## src/design/imh_ram.sv

```systemverilog
// generic single-port synchronous ram with registered read
// no dependencies
`timescale 1ns / 1ps
module imh_ram #(
  parameter int Width = 8,
  parameter int Depth = 16
) (
  input  logic                     clk,
  input  logic                     we,
  input  logic [$clog2(Depth)-1:0] addr,
  input  logic [Width-1:0]         wdata,
  output logic [Width-1:0]         rdata
);
  logic [Width-1:0] mem [Depth];
  always_ff @(posedge clk) begin
    if (we) begin
      mem[addr] <= wdata;
    end
    rdata <= mem[addr];
  end
endmodule

```

## config.mk

```make
export PLATFORM = sky130hd
export DESIGN_NAME = imh_ram
export DESIGN_NICKNAME = d
export VERILOG_FILES = /design/src/design/imh_ram.sv
export SDC_FILE = /design/constraint.sdc
export NUM_CORES = 1
export LEC_CHECK = 0
export BUFFER_PORTS_ARGS = -buffer_cell sky130_fd_sc_hd__buf_2
export CAP_MARGIN = 30
export CORE_ASPECT_RATIO = 0.75
export CORE_MARGIN = 3
export CORE_UTILIZATION = 58
export DETAILED_ROUTE_END_ITERATION = 10
export PLACE_DENSITY = 0.76
export SETUP_SLACK_MARGIN = 0.3
export SLEW_MARGIN = 20
export SYNTH_ARGS = -nofsm -noshare
export SYNTH_HDL_FRONTEND = slang
export SYNTH_SLANG_ARGS = --single-unit
```

## constraint.sdc

```tcl
create_clock -name clk -period 2.22 [get_ports clk]
set_clock_uncertainty 0.15 [all_clocks]
set_input_delay 0.333 -clock clk [delete_from_list [all_inputs] [get_ports clk]]
set_output_delay 0.333 -clock clk [all_outputs]
set_load 0.03 [all_outputs]
```

# After elaboration in Yosys (flattened, before gate mapping)
# Memories as Yosys holds them, arrays and structs flattened. A register that Yosys moved wholly into a read port is not among the register bits.
# Cells that the tools add are included.
# classes
n_addsub	0
mul	0
n_div	0
n_lt_le_gt_ge	0
eq_ne	0
n_shift	0
mux	2
bitwise_logic	0
n_reduce_logical	0
# op_table
cell	n
2-to-1 mux 1 bit	2
# word_totals
register_bits	0
latchBits	0
ramBits	128
romBits	0
inputBits	14
mem_count	1
# mem_list
name	words	word_bits	rd	rd_clocked_by_memory_dff	write_ports	line	source
mem	16	8	1	1	1	14	logic [Width-1:0] mem [Depth];

# Longest topological paths before layout
# logic_depth
ltp_word	2
ltp_mapped	5
depth_no_buf	3

# Worst setup path after synthesis
# No wires, ideal clock.
# synth_path
kind	input to register
start	input port addr[2]
end	memory mem[0][0] (enable)
arrival_ps	1443
t_required_ps	1687
slack_ps	244
path_stages	2
path_buffers	0
path_cell_list	or3b_2 -> nor3_1
# synth_rtl
element	line	source
start: declaration	10	input logic [$clog2(Depth)-1:0] addr,
end: declaration	14	
# Straight into the memory's write port.

==> results.yml <==
outcome:
  status: "finished, final reports clean"
sta:
  setup_viol: 0
  setup_tns_ns: 0
  fin_crit_sh_pct: 72.7
  finalCriticalPeriod_ns: 1.61
  max-slew-margin-rel_pct: 60.8
  finalHoldViolCount: 0
  worst_pin_slew_ns: 0.587
  rsz0062_at_grt: "false"
  maxSlewViolCount: 0
  fmax_mhz: 620
floorplanning:
  die_y_microns: 87.0
  die-area_sq_um: 9910
  die-width_microns: 114
  rows: 28
  coreArea_sq_um: 8200
  initial_utilization_pct: 61.8
  io_pins: 22
power_and_ir_drop:
  powerDensity_nw_per_um2: 932
  ir_drop_v: 0.000870
  swShare_pct: 20.1
  leakage_nw: 1.99
  p_int_w: 0.00442
  clkPwrFrac_pct: 42.2
  combinationalPowerShare_pct: 5.5
  p_sw_w: 0.00111
  p_seq_share_pct: 52.3
yosys:
  synth_edf_count: 128
  syn_avg_cell_area_sq_um: 22.0
  ys_seq_area_share_pct: 79.0
  async_reset_ff_share_pct: 0
  synth_fp_nets: 244
  ys_seq_elements: 136
  yosysWarnings: 0
  ys_top_cells_by_area: "edfxtp_1, mux4_2, dfxtp_1"
  yosysMostFrequentCell: "edfxtp_1"
  yosysTopAreaCellShare_pct: 75.9
  synth_top_area_cell: "edfxtp_1"
  synth_cells: 230
  synth_ff_type: "edfxtp_1"
  synth.cell_area_sq_um: 5070
  synth_common_cells: "edfxtp_1, mux4_2, a22oi_1, nor2_1, nand2_1"
  yosysUniqueCellTypes: 18
detailed_routing:
  wl_per_cell_microns: 23.5
  vias_per_cell: 6.04
  postRouteAntennaNets: 0
  vias: 2399
  drt_iter0_markers: 247
  wirelength_microns: 9330
  first_pass_iters: 4
  drc: 0
critical_path:
  crit_type: "input port to register"
  crit_path_max_fanout: 17
  startpoint_type: "input port"
  required_ns: 2.35
  critPathArrivalTime_ns: 1.75
  endpoint_kind: "register"
clock_tree:
  htreeDepth: 4
  cts_hold_buf: 0
  clkLatencyLatePin_ns: 0.41
  cts-buffers-inserted: 17
  tritoncts: "yes"
  cts.clk_slew.worst_paths_ns: 0.05
  root_buffer: "clkbuf_16"
  cts_buffer_depth: 2
  cts_setup_buffers: 0
  postCtsResizedCells: 0
  cts_sinks: 136
place:
  port_buffers: 21
  globalplace.congestion: 0.762
  dp_hpwl_microns: 6140
global_routing:
  grt_max_degree: 20
  grt_pass1_vias: 2438
  antenna_found_initial: 0
  gr-total-overflow: 0
  grt_pass1_wl_microns: 14800
  track_usage_pct: 21.3
finish:
  fin_nets: 294
  drive_gt1_share_pct: 33.6
  fin_util_pct: 72.4
  syn_to_final_growth_pct: 17.2
  num_antenna_cells: 0
job:
  drv_cap: 0
worst_hold_path:
  hold_path_class: "input port to register"
flip-flops by register name (all words and copies together), names as in the netlist:
register  cells
mem         128
rdata         8
worst paths after layout:
check,from,to,slack [ns],depth (start not counted)
setup / recovery,addr[0],rdata[1]$_DFF_P_,0.61,5
hold reg to reg,mem[12][1]$_DFFE_PP_,rdata[1]$_DFF_P_,0.53,3
hold / removal,wdata[5],mem[7][5]$_DFFE_PP_,0.16,1
setup reg to reg,mem[3][1]$_DFFE_PP_,rdata[1]$_DFF_P_,0.68,3
metal layers:
metal	share of wire (%)	track usage (%)	wire, microns	up-vias
li1	-	-	-	1059
met1	45	32.1	4210	1255
met2	46	29.8	4320	79
met3	8.1	7.92	754	6
met4	0.44	5.93	41	0
met5	0	0	0	-
power groups by stage:
stage / Sequential [W] / Clock, W / Combinational [W]
2_1_floorplan: 0.00297 / 0 / 0.000148
3_3_place_gp: 0.00294 / 0 / 0.000298
3_5_place_dp: 0.00294 / 0 / 0.000307
4_1_cts: 0.00289 / 0.00239 / 0.000308
5_1_grt: 0.00289 / 0.00251 / 0.000331
6_report: 0.00289 / 0.00234 / 0.000304
cells in the final DEF (no fill, tap or decap), drive strengths merged:
cell type / n
buf: 42
mux4: 32
edfxtp: 128
nand2: 9
or3b: 1
nand2b: 2
nand3: 1
clkbuf: 24
and2: 1
nand3b: 2
a22oi: 16
nor2: 13
nor2b: 2
clkinv: 7
nor3: 4
dfxtp: 8
worst max-delay path, cell delays in order:
cell,delay (ns)
buf_2,0.25
buf_12,0.21
mux4_2,0.52
a22oi_1,0.34
nand2_1,0.08
final cells by class:
class / count / area (sq um)
Fill cell: 508 / 2260
Sequential cell: 136 / 4000
Multi-Input combinational cell: 83 / 1010
Tap cell: 105 / 131
Timing Repair Buffer: 42 / 300
Clock inverter: 7 / 31.3
Clock buffer: 24 / 462
logic make-up after synthesis:
logic type      after synthesis  share of synthesized area, %
compound gates               16                          2.37
buf+inv                      11                          1.19
flops                       136                          79.0
mux                          32                          14.2
simple gates                 35                          3.21
per-stage QoR:
| step | std cells | hold slack, ns | cell area [sq um] | total power, W | worst slack, ns |
|---|---|---|---|---|---|
| after floorplan | 230 | 0.282 | 5070 | 0.00312 | 0.299 |
| after global placement | 366 | 0.506 | 5440 | 0.00324 | 0.188 |
| after detailed placement | 366 | 0.514 | 5440 | 0.00325 | 0.175 |
| after CTS | 397 | 0.146 | 5940 | 0.00559 | 0.614 |
| after global routing | 397 | 0.169 | 5940 | 0.00574 | 0.486 |
| final | 397 | 0.165 | 5940 | 0.00553 | 0.607 |
Power figures use the tool's default switching activity.
